### config.mk
export PLATFORM = sky130hd
export DESIGN_NAME = pauli_noise_channel_sampler
export DESIGN_NICKNAME = d
export VERILOG_FILES = /design/src/hw/rtl/pnc_pkg.sv /design/src/hw/rtl/pnc_prob_table.sv /design/src/hw/rtl/pnc_alu.sv /design/src/hw/rtl/pnc_seq.sv /design/src/hw/rtl/pauli_noise_channel_sampler.sv
export SDC_FILE = /design/constraint.sdc
export NUM_CORES = 2
export LEC_CHECK = 0
export ABC_AREA = 1
export BUFFER_PORTS_ARGS = -buffer_cell sky130_fd_sc_hd__buf_2
export CAP_MARGIN = 20
export CORE_ASPECT_RATIO = 1.75
export CORE_MARGIN = 2
export CORE_UTILIZATION = 45
export DETAILED_ROUTE_END_ITERATION = 8
export GPL_ROUTABILITY_DRIVEN = 0
export PLACE_DENSITY = 0.62
export SLEW_MARGIN = 10
export SYNTH_ARGS = -nofsm -noshare
export SYNTH_HDL_FRONTEND = slang
export SYNTH_SLANG_ARGS = --single-unit
### constraint.sdc
create_clock -name clk -period 13.9 [get_ports clk]
set_input_delay 2.78 -clock clk [delete_from_list [all_inputs] [get_ports clk]]
set_output_delay 2.78 -clock clk [all_outputs]
set_load 0.005 [all_outputs]
### src/hw/rtl/pnc_pkg.sv
// Shared types, constants and helper functions for the Pauli noise channel sampler.
// Used by every module of the block; has no dependencies of its own.
package pnc_pkg;

  // Field widths of one item.
  localparam int QUBIT_BITS    = 12;
  localparam int LOCATION_BITS = 16;
  localparam int FRACTION_BITS = 32;

  localparam int FUNC_W    = 1;
  localparam int CHANNEL_W = 3;
  localparam int SLOT_W    = 4;
  localparam int BASIS_W   = 2;
  localparam int PROB_W    = FRACTION_BITS + 1;

  // Probability table: fifteen slots, plus index width for walking them.
  localparam int NUM_SLOTS = 15;
  localparam int IDX_W     = 4;

  // Accumulator width: holds fifteen probabilities or fifteen times a draw.
  localparam int ACC_W = FRACTION_BITS + 4;

  // Input stream packing (tdata, lowest field first).
  localparam int IN_LOC_LSB   = 0;
  localparam int IN_QA_LSB    = IN_LOC_LSB + LOCATION_BITS;
  localparam int IN_QB_LSB    = IN_QA_LSB + QUBIT_BITS;
  localparam int IN_U_LSB     = IN_QB_LSB + QUBIT_BITS;
  localparam int IN_SLOT_LSB  = IN_U_LSB + FRACTION_BITS;
  localparam int IN_PROB_LSB  = IN_SLOT_LSB + SLOT_W;
  localparam int IN_FIELDS_W  = IN_PROB_LSB + PROB_W;
  localparam int IN_TDATA_W   = ((IN_FIELDS_W + 7) / 8) * 8;
  localparam int IN_TUSER_W   = FUNC_W + CHANNEL_W;

  // Output stream packing (tdata, lowest field first).
  localparam int OUT_LOC_LSB   = 0;
  localparam int OUT_QUBIT_LSB = OUT_LOC_LSB + LOCATION_BITS;
  localparam int OUT_BASIS_LSB = OUT_QUBIT_LSB + QUBIT_BITS;
  localparam int OUT_FIELDS_W  = OUT_BASIS_LSB + BASIS_W;
  localparam int OUT_TDATA_W   = ((OUT_FIELDS_W + 7) / 8) * 8;

  // Probability one in fixed point.
  localparam logic [PROB_W-1:0] PROB_ONE = PROB_W'(1) << FRACTION_BITS;

  // Item kinds.
  localparam logic [FUNC_W-1:0] FUNC_WRITE  = 1'b0;
  localparam logic [FUNC_W-1:0] FUNC_SAMPLE = 1'b1;

  // Channel kinds.
  localparam logic [CHANNEL_W-1:0] CH_X_ERR  = 3'd0;
  localparam logic [CHANNEL_W-1:0] CH_Y_ERR  = 3'd1;
  localparam logic [CHANNEL_W-1:0] CH_Z_ERR  = 3'd2;
  localparam logic [CHANNEL_W-1:0] CH_DEPOL1 = 3'd3;
  localparam logic [CHANNEL_W-1:0] CH_PAULI1 = 3'd4;
  localparam logic [CHANNEL_W-1:0] CH_DEPOL2 = 3'd5;
  localparam logic [CHANNEL_W-1:0] CH_PAULI2 = 3'd6;

  // Pauli codes as used in pair factors; the basis output is code minus one.
  localparam logic [BASIS_W-1:0] PAULI_I = 2'd0;
  localparam logic [BASIS_W-1:0] PAULI_X = 2'd1;
  localparam logic [BASIS_W-1:0] BASIS_X = 2'd0;
  localparam logic [BASIS_W-1:0] BASIS_Z = 2'd2;

  // Last index walked by the three-way and fifteen-way channels.
  localparam logic [IDX_W-1:0] LIMIT_ONE = IDX_W'(2);
  localparam logic [IDX_W-1:0] LIMIT_TWO = IDX_W'(NUM_SLOTS - 1);

  // Shared arithmetic unit operations.
  typedef enum logic {
    ALU_ADD,
    ALU_SUB
  } alu_op_t;

  typedef struct packed {
    alu_op_t          op;
    logic [ACC_W-1:0] a;
    logic [ACC_W-1:0] b;
    logic [ACC_W-1:0] c;
  } alu_req_t;

  typedef struct packed {
    logic [ACC_W-1:0] res;
    logic             flag;
  } alu_rsp_t;

  // Pair factors of the two-qubit channels: index k stands for k+1 in base 4,
  // high digit on the first qubit, low digit on the second. Indexes past the
  // table clamp to the last entry.
  function automatic logic [2*BASIS_W-1:0] pair_codes(input logic [IDX_W-1:0] idx);
    logic [IDX_W-1:0] k;
    logic [IDX_W:0]   t;
    k = (idx > LIMIT_TWO) ? LIMIT_TWO : idx;
    t = {1'b0, k} + (IDX_W+1)'(1);
    return t[2*BASIS_W-1:0];
  endfunction

endpackage

### src/hw/rtl/pnc_prob_table.sv
// Fifteen-slot probability table with saturating writes.
// Depends on pnc_pkg for widths and the value of one.
module pnc_prob_table (
  input  logic                       clk,
  input  logic                       rst_n,
  input  logic                       wr_en,
  input  logic [pnc_pkg::SLOT_W-1:0] wr_slot,
  input  logic [pnc_pkg::PROB_W-1:0] wr_prob,
  input  logic [pnc_pkg::SLOT_W-1:0] rd_addr,
  output logic [pnc_pkg::PROB_W-1:0] rd_prob
);
  import pnc_pkg::*;

  logic [PROB_W-1:0] prob_r [NUM_SLOTS];
  logic [PROB_W-1:0] prob_sat;

  // Values above one are held at one.
  assign prob_sat = (wr_prob > PROB_ONE) ? PROB_ONE : wr_prob;

  // Writes to the slot past the table are dropped.
  always_ff @(posedge clk) begin
    if (!rst_n) begin
      for (int i = 0; i < NUM_SLOTS; i++) begin
        prob_r[i] <= '0;
      end
    end else if (wr_en && (wr_slot < SLOT_W'(NUM_SLOTS))) begin
      prob_r[wr_slot] <= prob_sat;
    end
  end

  assign rd_prob = (rd_addr < SLOT_W'(NUM_SLOTS)) ? prob_r[rd_addr] : '0;

endmodule

### src/hw/rtl/pnc_alu.sv
// Shared add/subtract and compare unit used by the sampling sequencer.
// Depends on pnc_pkg for the request and response structs.
module pnc_alu (
  input  pnc_pkg::alu_req_t req,
  output pnc_pkg::alu_rsp_t rsp
);
  import pnc_pkg::*;

  logic [ACC_W:0] add_w;
  logic [ACC_W:0] sub_w;

  assign add_w = {1'b0, req.a} + {1'b0, req.b};
  assign sub_w = {1'b0, req.a} - {1'b0, req.b};

  // Add compares the third operand against the sum; subtract reports a >= b.
  always_comb begin
    unique case (req.op)
      ALU_ADD: begin
        rsp.res  = add_w[ACC_W-1:0];
        rsp.flag = req.c < add_w[ACC_W-1:0];
      end
      ALU_SUB: begin
        rsp.res  = sub_w[ACC_W-1:0];
        rsp.flag = !sub_w[ACC_W];
      end
      default: begin
        rsp.res  = '0;
        rsp.flag = 1'b0;
      end
    endcase
  end

endmodule

### src/hw/rtl/pnc_seq.sv
// Sequencer that steps the shared arithmetic unit through one sample item
// and presents the fired Paulis. Depends on pnc_pkg.
module pnc_seq (
  input  logic                              clk,
  input  logic                              rst_n,
  // Accepted sample item
  input  logic                              in_ready,
  input  logic                              in_start,
  input  logic [pnc_pkg::CHANNEL_W-1:0]     in_channel,
  input  logic [pnc_pkg::LOCATION_BITS-1:0] in_location,
  input  logic [pnc_pkg::QUBIT_BITS-1:0]    in_qubit_a,
  input  logic [pnc_pkg::QUBIT_BITS-1:0]    in_qubit_b,
  input  logic [pnc_pkg::FRACTION_BITS-1:0] in_uniform,
  output logic                              idle,
  // Probability table read
  output logic [pnc_pkg::SLOT_W-1:0]        tbl_addr,
  input  logic [pnc_pkg::PROB_W-1:0]        tbl_prob,
  // Shared unit
  output pnc_pkg::alu_req_t                 alu_req,
  input  pnc_pkg::alu_rsp_t                 alu_rsp,
  // Result item
  output logic                              out_valid,
  input  logic                              out_ready,
  output logic [pnc_pkg::LOCATION_BITS-1:0] out_location,
  output logic [pnc_pkg::QUBIT_BITS-1:0]    out_qubit,
  output logic [pnc_pkg::BASIS_W-1:0]       out_basis,
  output logic                              out_last
);
  import pnc_pkg::*;

  typedef enum logic [2:0] {
    ST_IDLE,
    ST_CHECK,
    ST_DIV,
    ST_ACCUM,
    ST_EMIT
  } state_t;

  state_t                   state_r, state_nxt;
  logic [CHANNEL_W-1:0]     chan_r, chan_nxt;
  logic [LOCATION_BITS-1:0] loc_r, loc_nxt;
  logic [QUBIT_BITS-1:0]    qa_r, qa_nxt;
  logic [QUBIT_BITS-1:0]    qb_r, qb_nxt;
  logic [FRACTION_BITS-1:0] u_r, u_nxt;
  logic [ACC_W-1:0]         work_r, work_nxt;
  logic [IDX_W-1:0]         k_r, k_nxt;
  logic                     pend_r, pend_nxt;
  logic [BASIS_W-1:0]       pend_code_r, pend_code_nxt;
  logic                     out_valid_r, out_valid_nxt;
  logic [LOCATION_BITS-1:0] out_loc_r, out_loc_nxt;
  logic [QUBIT_BITS-1:0]    out_qubit_r, out_qubit_nxt;
  logic [BASIS_W-1:0]       out_basis_r, out_basis_nxt;
  logic                     out_last_r, out_last_nxt;

  logic                     two_qubit;
  logic [IDX_W-1:0]         chan_lim;
  logic                     fin;
  logic [IDX_W-1:0]         fin_idx;
  logic [BASIS_W-1:0]       fin_ca;
  logic [BASIS_W-1:0]       fin_cb;
  logic [2*BASIS_W-1:0]     pair_w;

  assign two_qubit = (chan_r == CH_DEPOL2) || (chan_r == CH_PAULI2);
  assign chan_lim  = two_qubit ? LIMIT_TWO : LIMIT_ONE;
  assign pair_w    = pair_codes(fin_idx);

  // Table address: slot zero except while walking cumulative sums.
  assign tbl_addr = (state_r == ST_ACCUM) ? k_r : '0;

  // Operand selection for the shared unit.
  always_comb begin
    alu_req.op = ALU_ADD;
    alu_req.a  = '0;
    alu_req.b  = '0;
    alu_req.c  = ACC_W'(u_r);
    unique case (state_r)
      ST_IDLE: begin
        // Scale the draw on acceptance: 15u = 16u - u, 3u = 2u + u.
        if (in_channel == CH_DEPOL2) begin
          alu_req.op = ALU_SUB;
          alu_req.a  = ACC_W'(in_uniform) << 4;
        end else begin
          alu_req.a  = ACC_W'(in_uniform) << 1;
        end
        alu_req.b = ACC_W'(in_uniform);
      end
      ST_CHECK: begin
        alu_req.op = ALU_SUB;
        alu_req.a  = ACC_W'(u_r);
        alu_req.b  = ACC_W'(tbl_prob);
      end
      ST_DIV: begin
        alu_req.op = ALU_SUB;
        alu_req.a  = work_r;
        alu_req.b  = ACC_W'(tbl_prob);
      end
      ST_ACCUM: begin
        alu_req.a = work_r;
        alu_req.b = ACC_W'(tbl_prob);
      end
      ST_EMIT: begin
        alu_req.a = '0;
      end
      default: begin
        alu_req.a = '0;
      end
    endcase
  end

  // Next-state logic.
  always_comb begin
    state_nxt     = state_r;
    chan_nxt      = chan_r;
    loc_nxt       = loc_r;
    qa_nxt        = qa_r;
    qb_nxt        = qb_r;
    u_nxt         = u_r;
    work_nxt      = work_r;
    k_nxt         = k_r;
    pend_nxt      = pend_r;
    pend_code_nxt = pend_code_r;
    out_valid_nxt = out_valid_r;
    out_loc_nxt   = out_loc_r;
    out_qubit_nxt = out_qubit_r;
    out_basis_nxt = out_basis_r;
    out_last_nxt  = out_last_r;
    fin           = 1'b0;
    fin_idx       = k_r;

    unique case (state_r)
      ST_IDLE: begin
        if (in_start) begin
          chan_nxt = in_channel;
          loc_nxt  = in_location;
          qa_nxt   = in_qubit_a;
          qb_nxt   = in_qubit_b;
          u_nxt    = in_uniform;
          work_nxt = alu_rsp.res;
          k_nxt    = '0;
          priority if ((in_channel == CH_PAULI1) || (in_channel == CH_PAULI2)) begin
            work_nxt  = '0;
            state_nxt = ST_ACCUM;
          end else if (in_channel <= CH_DEPOL2) begin
            state_nxt = ST_CHECK;
          end else begin
            state_nxt = ST_IDLE;
          end
        end
      end
      ST_CHECK: begin
        // Nothing fires unless the draw lies below the first slot.
        priority if (alu_rsp.flag) begin
          state_nxt = ST_IDLE;
        end else if (chan_r <= CH_Z_ERR) begin
          fin = 1'b1;
        end else begin
          state_nxt = ST_DIV;
        end
      end
      ST_DIV: begin
        // One restoring-division step per cycle, quotient clamped.
        if (alu_rsp.flag && (k_r != chan_lim)) begin
          work_nxt = alu_rsp.res;
          k_nxt    = k_r + IDX_W'(1);
        end else begin
          fin = 1'b1;
        end
      end
      ST_ACCUM: begin
        // Add one slot to the running sum and test the draw against it.
        priority if (alu_rsp.flag) begin
          fin = 1'b1;
        end else if (k_r == chan_lim) begin
          state_nxt = ST_IDLE;
        end else begin
          work_nxt = alu_rsp.res;
          k_nxt    = k_r + IDX_W'(1);
        end
      end
      ST_EMIT: begin
        if (out_ready) begin
          if (pend_r) begin
            out_qubit_nxt = qb_r;
            out_basis_nxt = pend_code_r - BASIS_W'(1);
            out_last_nxt  = 1'b1;
            pend_nxt      = 1'b0;
          end else begin
            out_valid_nxt = 1'b0;
            state_nxt     = ST_IDLE;
          end
        end
      end
      default: begin
        state_nxt = ST_IDLE;
      end
    endcase

    // Factor codes of the selected outcome.
    priority if (chan_r <= CH_Z_ERR) begin
      fin_ca = chan_r[BASIS_W-1:0] + BASIS_W'(1);
      fin_cb = PAULI_I;
    end else if (two_qubit) begin
      fin_ca = pair_w[2*BASIS_W-1:BASIS_W];
      fin_cb = pair_w[BASIS_W-1:0];
    end else begin
      fin_ca = k_r[BASIS_W-1:0] + BASIS_W'(1);
      fin_cb = PAULI_I;
    end

    // Load the first fired Pauli; a second one waits in the pending slot.
    if (fin) begin
      state_nxt     = ST_EMIT;
      out_valid_nxt = 1'b1;
      out_loc_nxt   = loc_r;
      if (fin_ca != PAULI_I) begin
        out_qubit_nxt = qa_r;
        out_basis_nxt = fin_ca - BASIS_W'(1);
        out_last_nxt  = (fin_cb == PAULI_I);
        pend_nxt      = (fin_cb != PAULI_I);
        pend_code_nxt = fin_cb;
      end else begin
        out_qubit_nxt = qb_r;
        out_basis_nxt = fin_cb - BASIS_W'(1);
        out_last_nxt  = 1'b1;
        pend_nxt      = 1'b0;
      end
    end
  end

  // State and registered outputs.
  always_ff @(posedge clk) begin
    if (!rst_n) begin
      state_r     <= ST_IDLE;
      chan_r      <= '0;
      loc_r       <= '0;
      qa_r        <= '0;
      qb_r        <= '0;
      u_r         <= '0;
      work_r      <= '0;
      k_r         <= '0;
      pend_r      <= 1'b0;
      pend_code_r <= PAULI_I;
      out_valid_r <= 1'b0;
      out_loc_r   <= '0;
      out_qubit_r <= '0;
      out_basis_r <= BASIS_X;
      out_last_r  <= 1'b0;
    end else begin
      state_r     <= state_nxt;
      chan_r      <= chan_nxt;
      loc_r       <= loc_nxt;
      qa_r        <= qa_nxt;
      qb_r        <= qb_nxt;
      u_r         <= u_nxt;
      work_r      <= work_nxt;
      k_r         <= k_nxt;
      pend_r      <= pend_nxt;
      pend_code_r <= pend_code_nxt;
      out_valid_r <= out_valid_nxt;
      out_loc_r   <= out_loc_nxt;
      out_qubit_r <= out_qubit_nxt;
      out_basis_r <= out_basis_nxt;
      out_last_r  <= out_last_nxt;
    end
  end

  // The ready input only qualifies starts already; idle tells the top level.
  assign idle         = (state_r == ST_IDLE) && in_ready;
  assign out_valid    = out_valid_r;
  assign out_location = out_loc_r;
  assign out_qubit    = out_qubit_r;
  assign out_basis    = out_basis_r;
  assign out_last     = out_last_r;

endmodule

### src/hw/rtl/pauli_noise_channel_sampler.sv
// Top level of the Pauli noise channel sampler: stream ports, field packing.
// Depends on pnc_pkg, pnc_prob_table, pnc_alu and pnc_seq.
//
// The block takes one input item at a time. A write item (tuser func = 0)
// loads one probability slot in the cycle it is accepted and gives no result;
// the next item may follow in the next cycle. A sample item is worked on by a
// small sequencer that drives one shared add/subtract-compare unit, one step
// per cycle: after acceptance, a fixed X, Y or Z channel needs one compare,
// one-qubit depolarizing up to 4 steps, the three-way channel up to 3, two-
// qubit depolarizing up to 16 (one compare plus up to 15 subtract steps of
// the quotient) and the fifteen-way channel up to 15 running-sum steps. Each
// fired Pauli is then held on the output until it is taken, and in_tready rises
// again the cycle after the last result item is taken. A sample item that
// fires nothing returns to ready right after its last step. There is no
// clearing pass: reset clears the fifteen slots at once.
module pauli_noise_channel_sampler (
  input  logic                            clk,
  input  logic                            rst_n,
  // Input items
  input  logic                            in_tvalid,
  output logic                            in_tready,
  // location, qubit_a, qubit_b, uniform, slot, prob (lowest bit up), zero fill
  input  logic [pnc_pkg::IN_TDATA_W-1:0]  in_tdata,
  // func, channel (lowest bit up)
  input  logic [pnc_pkg::IN_TUSER_W-1:0]  in_tuser,
  // Result items
  output logic                            out_tvalid,
  input  logic                            out_tready,
  // fired_location, fired_qubit, basis (lowest bit up), zero fill
  output logic [pnc_pkg::OUT_TDATA_W-1:0] out_tdata,
  output logic                            out_tlast
);
  import pnc_pkg::*;

  logic                     in_fire;
  logic [FUNC_W-1:0]        in_func;
  logic [CHANNEL_W-1:0]     in_channel;
  logic [LOCATION_BITS-1:0] in_location;
  logic [QUBIT_BITS-1:0]    in_qubit_a;
  logic [QUBIT_BITS-1:0]    in_qubit_b;
  logic [FRACTION_BITS-1:0] in_uniform;
  logic [SLOT_W-1:0]        in_slot;
  logic [PROB_W-1:0]        in_prob;
  logic                     seq_idle;
  logic [SLOT_W-1:0]        tbl_addr;
  logic [PROB_W-1:0]        tbl_prob;
  alu_req_t                 alu_req;
  alu_rsp_t                 alu_rsp;
  logic [LOCATION_BITS-1:0] res_location;
  logic [QUBIT_BITS-1:0]    res_qubit;
  logic [BASIS_W-1:0]       res_basis;

  // Unpack the input item.
  assign in_func     = in_tuser[FUNC_W-1:0];
  assign in_channel  = in_tuser[FUNC_W +: CHANNEL_W];
  assign in_location = in_tdata[IN_LOC_LSB +: LOCATION_BITS];
  assign in_qubit_a  = in_tdata[IN_QA_LSB +: QUBIT_BITS];
  assign in_qubit_b  = in_tdata[IN_QB_LSB +: QUBIT_BITS];
  assign in_uniform  = in_tdata[IN_U_LSB +: FRACTION_BITS];
  assign in_slot     = in_tdata[IN_SLOT_LSB +: SLOT_W];
  assign in_prob     = in_tdata[IN_PROB_LSB +: PROB_W];

  assign in_tready = seq_idle;
  assign in_fire   = in_tvalid && in_tready;

  pnc_prob_table u_table (
    .clk     (clk),
    .rst_n   (rst_n),
    .wr_en   (in_fire && (in_func == FUNC_WRITE)),
    .wr_slot (in_slot),
    .wr_prob (in_prob),
    .rd_addr (tbl_addr),
    .rd_prob (tbl_prob)
  );

  pnc_alu u_alu (
    .req (alu_req),
    .rsp (alu_rsp)
  );

  pnc_seq u_seq (
    .clk          (clk),
    .rst_n        (rst_n),
    .in_ready     (1'b1),
    .in_start     (in_fire && (in_func == FUNC_SAMPLE)),
    .in_channel   (in_channel),
    .in_location  (in_location),
    .in_qubit_a   (in_qubit_a),
    .in_qubit_b   (in_qubit_b),
    .in_uniform   (in_uniform),
    .idle         (seq_idle),
    .tbl_addr     (tbl_addr),
    .tbl_prob     (tbl_prob),
    .alu_req      (alu_req),
    .alu_rsp      (alu_rsp),
    .out_valid    (out_tvalid),
    .out_ready    (out_tready),
    .out_location (res_location),
    .out_qubit    (res_qubit),
    .out_basis    (res_basis),
    .out_last     (out_tlast)
  );

  // Pack the result item.
  always_comb begin
    out_tdata = '0;
    out_tdata[OUT_LOC_LSB +: LOCATION_BITS] = res_location;
    out_tdata[OUT_QUBIT_LSB +: QUBIT_BITS]  = res_qubit;
    out_tdata[OUT_BASIS_LSB +: BASIS_W]     = res_basis;
  end

endmodule

Word level (Yosys, flattened, before mapping). Memory sizes are Yosys's and may differ from the RTL's. Index checks and enable logic that the tools add are counted.

Add/sub/neg operators: 9. Magnitude comparators: 7. Equal/unequal tests: 27. Mux-type cells: 72. Bitwise gates (word level): 4. Reduce and logical (&&, ||, !) cells: 29.

Operators by type and width (number): two-way mux 36 bit (6); case mux 36 bit (3 select lines) (2); two-way mux 33 bit (3); case mux 37 bit (2 select lines) (1); case mux 33 bit (2 select lines) (1); two-way mux 12 bit (5); subtractor 36 x 36 -> 37 bit (1); adder 36 bit (1); less-than comparator 32 x 36 -> 1 bit (1); greater-than comparator 33 bit, second input constant (1); OR reduction 33 bit (1); two-way mux 4 bit (8); two-way mux 3 bit (9); two-way mux 1 bit (24); equality test 3 bit, second input constant (6); two-way mux 2 bit (9); case mux 3 bit (5 select lines) (1); AND reduction 7 bit (2); != test 2 bit, second input constant (6); case mux 4 bit (3 select lines) (1); nonzero test 2 bit (5); != test 3 x 2 -> 1 bit, second input constant (3); adder 4 x 1 -> 4 bit, second input constant (2); less-than comparator 4 bit, second input constant (2); other kinds (27) (47).

Register bits after elaboration: 153. RAM bits: 495. Bits of input ports: 120. Logic and storage cells: 165. Memories: 1.

Memories: u_table.prob_r (depth 15, width 33, read ports 1, clocked after Yosys merged registers in 0, write ports 15, line pnc_prob_table.sv:14) `logic [PROB_W-1:0] prob_r [NUM_SLOTS];`.

Longest topological paths before layout.
Word-level depth: 13. Gate-level depth with buffers: 48. Mapped depth without buffers: 45.

Hierarchy. Synthesis repeated with hierarchy kept, for this count alone.

Cells, all modules: 5157. Area, all modules: 39016.2 µm².

By module, submodules not included: pnc_prob_table (instances 1, cells an instance 2887, area each 25196.7 µm², sequential area each 15855.2 µm²); pnc_seq (instances 1, cells an instance 1055, area each 7349.5 µm², sequential area each 3062.9 µm²); pnc_alu (instances 1, cells an instance 1207, area each 6432.4 µm², sequential area each 0.0 µm²); pauli_noise_channel_sampler (instances 1, cells an instance 8, area each 37.5 µm², sequential area each 0.0 µm²).

Worst setup path after synthesis. Ideal clock, no wire load.

Path type: input to register. Start: in in_tuser[2] in the netlist's numbering. End: reg u_seq.out_last_r, in the netlist u_seq.out_last. Setup time: 0.116 ns. Data arrival time: 6.877 ns. Required time: 13.784 ns. Path slack: 6.907 ns. Stages: 30. Buffers on the path: 4. Cell sequence: inv_1 nand3_1 clkbuf_1 clkbuf_1 a21oi_1 o21ai_0 o211ai_1 ha_1 buf_2 a21o_1 o21bai_1 nand2_1 nand2_1 a21oi_1 inv_1 a21oi_1 xor2_1 ha_1 nand2_1 nor2_1 a211oi_1 nand2_1 nand4_4 nand3_2 nand2_4 nand2_2 nor2_4 nand2_2 buf_4 o211a_1.

Cells in the longest elaborated chain, start to end: 11. Elaborated cells on any way between the ends: 21. Classes of those cells: add/sub: 2; order compare: 1; eq/ne: 1; mux: 10; bitwise: 1; reduce/logical: 6.

RTL lines: start: declaration (line pauli_noise_channel_sampler.sv:25) `input logic [pnc_pkg::IN_TUSER_W-1:0] in_tuser,`; equality test 3 bit (*) (line pnc_seq.sv:79) `if (in_channel == CH_DEPOL2) begin`; two-way mux 36 bit (line pnc_seq.sv:79); case mux 36 bit (3 select lines) (line pnc_seq.sv:76) `unique case (state_r)`; adder 36 bit / subtractor 36 x 36 -> 37 bit (equally long branches) (line pnc_alu.sv:12, pnc_alu.sv:13); less-than comparator 32 x 36 -> 1 bit / zero test 1 bit (equally long branches) (line pnc_alu.sv:20, pnc_alu.sv:24); case mux 37 bit (2 select lines) (*) (line pnc_alu.sv:17) `unique case (req.op)`; logical AND 1 bit (line pnc_seq.sv:162) `if (alu_rsp.flag && (k_r != chan_lim)) begin`; two-way mux 1 bit (line pnc_seq.sv:162); case mux 1 bit (3 select lines) (*) (line pnc_seq.sv:130) `unique case (state_r)`; nonzero test 2 bit (no line); AND reduction 3 bit (no line); end signal: assignment (line pnc_seq.sv:263) `out_last_r <= out_last_nxt;`; end: declaration (line pnc_seq.sv:53) `logic out_last_r, out_last_nxt;`.

Every way passes the cells marked *; elsewhere a longest branch is shown, timed or not. A chain may end at the register's enable or synchronous reset.

Worst setup path after layout.
Start: reg u_seq.state_r[1]. End: reg u_seq.work_r[14].

Cells in the longest elaborated chain, start to end: 11. Elaborated cells on any way between the ends: 35. Classes of those cells: add/sub: 2; order compare: 2; eq/ne: 7; mux: 12; bitwise: 1; reduce/logical: 10; memory: 1.

RTL lines: start: declaration (line pnc_seq.sv:39) `state_t state_r, state_nxt;`; start signal: assignment (line pnc_seq.sv:249) `state_r <= state_nxt;`; equality test 3 x 2 -> 1 bit (line pnc_seq.sv:68, pnc_seq.sv:76, pnc_seq.sv:130); two-way mux 4 bit (line pnc_seq.sv:68) `assign tbl_addr = (state_r == ST_ACCUM) ? k_r : '0;`; memory read (15 x 33 bit) / less-than comparator 4 bit (equally long branches); two-way mux 33 bit (line pnc_prob_table.sv:31) `assign rd_prob = (rd_addr < SLOT_W'(NUM_SLOTS)) ? prob_r[rd_addr] : '0;`; case mux 33 bit (2 select lines) (line pnc_seq.sv:76); adder 36 bit / subtractor 36 x 36 -> 37 bit (equally long branches) (line pnc_alu.sv:12, pnc_alu.sv:13); less-than comparator 32 x 36 -> 1 bit / zero test 1 bit (equally long branches) (line pnc_alu.sv:20, pnc_alu.sv:24); case mux 37 bit (2 select lines) (line pnc_alu.sv:17); logical AND 1 bit (line pnc_seq.sv:162); != test 2 x 1 -> 1 bit (no line); AND reduction 5 bit (no line); end signal: assignment (line pnc_seq.sv:255) `work_r <= work_nxt;`; end: declaration (line pnc_seq.sv:45) `logic [ACC_W-1:0] work_r, work_nxt;`.

Parallel ways exist; a longest one is shown, timed or not. The select of a mux whose other input is x is not followed.

==> metrics.md <==
| Metric | Value |
|---|---|
| Initial antenna violation count | `5` |
| Die H | `between 300 and 400 um` |
| DRT Wirelength | `117000 um` |
| Post-layout min period | `9800 ps` |
| Cts repair resizes | `0` |
| Worst EP required | `between 10000 and 15000 ps` |
| Clk pin slew, worst setup/hold paths | `70 ps` |
| Inst Count DP | `5244` |
| GR Overflow Total | `0` |
| Crit path max fanout | `approximately 150` |
| Area of the mapped netlist | `around 36000 sq um` |
| Worst-Margin Slew | `between 1000 and 1500 ps` |
| Drt via density | `around 5.7` |
| Total power draw | `7.83 mW` |
| Finish-stage setup viols | `0` |
| Fraction of synthesized area in multiplexers | `0.000278` |
| Gr usage total | `0.282` |
| Area share of fa/ha/maj cells after synthesis | `0.0366` |
| Final std cells w/o fill | `around 5400` |
| Worst min-delay path category | `reg -> reg` |
| Root cell of the clock tree | `clkbuf_16` |
| Sequential-to-total area share from yosys stat | `0.526` |
| Post-CTS setup repair buffer count | `0` |
| Total CTS buffers | `59` |
| First-pass GRT wire length | `around 170000 um` |
| LEAKAGE | `15.7 nW` |
| Crit-path leading delay family | `simple AND/OR/NAND/NOR gates` |
| Worst r2r src | `u_seq.state_r[1]` |
| Achievable frequency | `102 MHz` |
| Initial Util | `0.453` |
| Avg Inst Size Synth | `8.45 sq um` |
| Worst Path Arrival | `10370 ps` |
| Cell count along the critical path | `43` |
| Crit path launch | `u_seq.state_r[1]` |
| Ys flop type | `edfxtp_1` |
| Area fraction of the dominant cell type after synthesis | `0.441` |
| Flops & latches, synth | `just under 700` |
| Post-synthesis xor/xnor area fraction | `0.0102` |
| Critical path endpoint category | `flop` |
| Synth area leaders | `edfxtp_1 44%, nand2_1 9.1%, dfxtp_1 8.5%, nor2_1 7.2%, a21oi_1 4.6%` |
| Detailed Routing Iterations Pass 1 | `6` |
| Most common cell in the synthesized netlist | `nand2_1` |
| Post-route DRC | `0` |
| CTS Buffer Depth | `3` |
| Num Clock Sinks | `681` |
| Die Width | `218 um` |
| Total I/O pin count | `155` |
| CTS tree | `done` |
| Routed vias | `30497` |
| Top cell by count, worst path | `nand2_1` |
| Area delta synth->final | `9.78%` |
| Nets | `4489` |
| EDFF count, synth | `528` |
| FF-to-FF setup slack | `4100 ps` |
| Fraction of layout cells with a size suffix above 1 | `0.0885` |
| Die area | `82300 sq um` |
| DPL Wire Length | `72900 um` |
| Outcome | `finished, final reports clean` |
| Biggest area consumer among synthesized cells | `edfxtp_1` |
| Core Region | `79400 sq um` |
| Largest net degree at the start of global routing | `~150` |
| Max-capacitance violation count | `0` |
| Slowest stage delay, CP | `roughly 970 ps` |
| Largest family of logic cells by synthesized area | `simple AND/OR/NAND/NOR gates` |
| Worst-skew pair later-pin latency | `660 ps` |
| Ys Warns | `0` |
| Distinct cells, synth | `55` |
| Relative slew slack | `0.272` |
| DR WL/cell | `21.9 um` |
| RSZ-0062 raised after global routing | `no` |
| Mapped Cells | `around 4300` |
| Port bufs | `149` |
| Startpoint Class | `flop` |
| Commonest cells in the netlist | `875 x nand2_1, 694 x nor2_1, 528 x edfxtp_1` |
| Antenna viol nets, final | `0` |
| Number of cells on the worst reg-to-reg path | `43` |
| Crit Path Class | `reg -> reg` |
| CTS Hold Bufs | `0` |
| FP Rows | `about 140` |
| Buf+Inv Stages, Crit Path | `8` |
| CTS H-tree lvls | `2` |
| Fin crit share | `0.705` |
| CP endpoint | `u_seq.work_r[14]` |
| Peak VDD IR | `approximately 0.14 mV` |
| Worst path slowest cell | `nor2_2` |
| Vias in the first global route | `a little under 30000` |
| Hold Vio Cnt, Final | `0` |
| Pwr dens | `about 200 nW/um^2` |
| Initial DRC count | `2596` |
| Final max-slew violation count | `0` |
| Synth Area in Compound Gates | `0.139` |
| Setup_tns | `0 ps` |
| Worst r2r dst | `u_seq.work_r[14]` |
| FFs w/ async S/R, synth | `0` |
| Setup Skew | `between 30 and 40 ps` |
| Synth Area in Simple Gates | `0.214` |
[sequential cells by signal, summed over array words and instances, names as in the netlist]
name                cells
u_seq.state_r           3
u_seq.work_r           36
u_seq.pend_code_r       2
u_seq.out_valid         1
u_seq.qb_r             12
u_seq.out_last          1
u_table.prob_r        528
u_seq.out_qubit        12
u_seq.loc_r            16
u_seq.qa_r             12
u_seq.pend_r            1
u_seq.chan_r            3
u_seq.fin_idx           4
u_seq.out_location     16
u_seq.u_r              32
u_seq.out_basis         2
[report_power, final]
| part | leakage [nW] | total (mW) | internal [mW] | switching [mW] |
|---|---|---|---|---|
| Sequential | 6.68 | 2.45 | 2.38 | 0.0767 |
| Combinational | 8.12 | 3.67 | 1.10 | 2.56 |
| Clock | 0.941 | 1.71 | 0.944 | 0.768 |
[worst min-delay path by stage]
stage / cells past startpoint / endpoint / slack (ps) / start
6_report: 2 / u_seq.out_location[6] / 450 / u_seq.loc_r[6]
5_1_grt: 2 / u_seq.out_location[6] / 470 / u_seq.loc_r[6]
4_1_cts: 2 / u_seq.out_location[0] / 460 / u_seq.loc_r[0]
3_5_place_dp: 2 / u_seq.out_location[0] / 450 / u_seq.loc_r[0]
3_3_place_gp: 2 / u_seq.out_location[3] / 440 / u_seq.loc_r[3]
2_1_floorplan: 2 / u_seq.work_r[32] / 420 / u_seq.work_r[32]
[area by class of cell]
cell class                      count  area, sq um
Fill cell                        7518        39900
Sequential cell                   681        18900
Multi-Input combinational cell   2931        14600
Clock buffer                       75         1560
Inverter                          388         1460
Tap cell                         1042         1300
Timing Repair Buffer              204         1220
Clock inverter                     37          402
Antenna cell                        2         5.00
[per-stage QoR]
stage | area [sq um] | hold WS (ps) | util | worst slack [ps]
after floorplan | 36100 | 425 | - | 6910
after global placement | 37500 | 438 | 0.472 | 4140
after detailed placement | 37500 | 446 | 0.472 | 4140
after CTS | 39400 | 456 | 0.497 | 4310
after global routing | 39500 | 469 | 0.497 | 3620
final | 39500 | 454 | 0.497 | 4100
[per-layer routing]
| metal | vias to the layer above | global-route usage | wire length [um] |
|---|---|---|---|
| met5 | - | 0 | 34 |
| met4 | 6 | 0.168 | 7450 |
| met3 | 401 | 0.0406 | 8090 |
| met2 | 1238 | 0.517 | 61000 |
| met1 | 14593 | 0.305 | 40900 |
| li1 | 14259 | - | - |
[worst reg2reg max path, delay by kind of cell (launching register included)]
kind,cells,cell delay [ps]
buffers and inverters,8,2240
adder cells (fa/ha/maj),3,1050
flip-flops,1,520
XOR/XNOR,1,270
AO/OA/AOI/OAI,6,1320
AND/OR/NAND/NOR,25,4340
[cell families (layout without fill, tap and decap cells)]
| family | count (synthesis) | in the layout |
|---|---|---|
| other | 1 | 37 |
| AND/OR/NAND/NOR | 1892 | 1892 |
| XOR/XNOR | 42 | 42 |
| AO/OA/AOI/OAI | 857 | 857 |
| adder cells (fa/ha/maj) | 104 | 104 |
| multiplexers | 1 | 1 |
| flip-flops | 681 | 681 |
| buffers and inverters | 680 | 704 |
[cell usage in the layout, fill, tap and decap left out, types with 41 or more instances in the layout]
cell | Yosys | final
nand2_1 | 875 | 859
nor2_1 | 694 | 691
edfxtp_1 | 528 | 528
inv_1 | 376 | 373
a21oi_1 | 331 | 331
o21ai_0 | 248 | 248
nand3_1 | 242 | 239
dfxtp_1 | 153 | 152
buf_2 | 50 | 148
ha_1 | 102 | 102
a31oi_1 | 70 | 70
a32o_1 | 66 | 66
clkbuf_16 | 0 | 60
buf_4 | 4 | 52
o21ai_1 | 42 | 41
No activity file was read; power rests on OpenSTA's default activity.
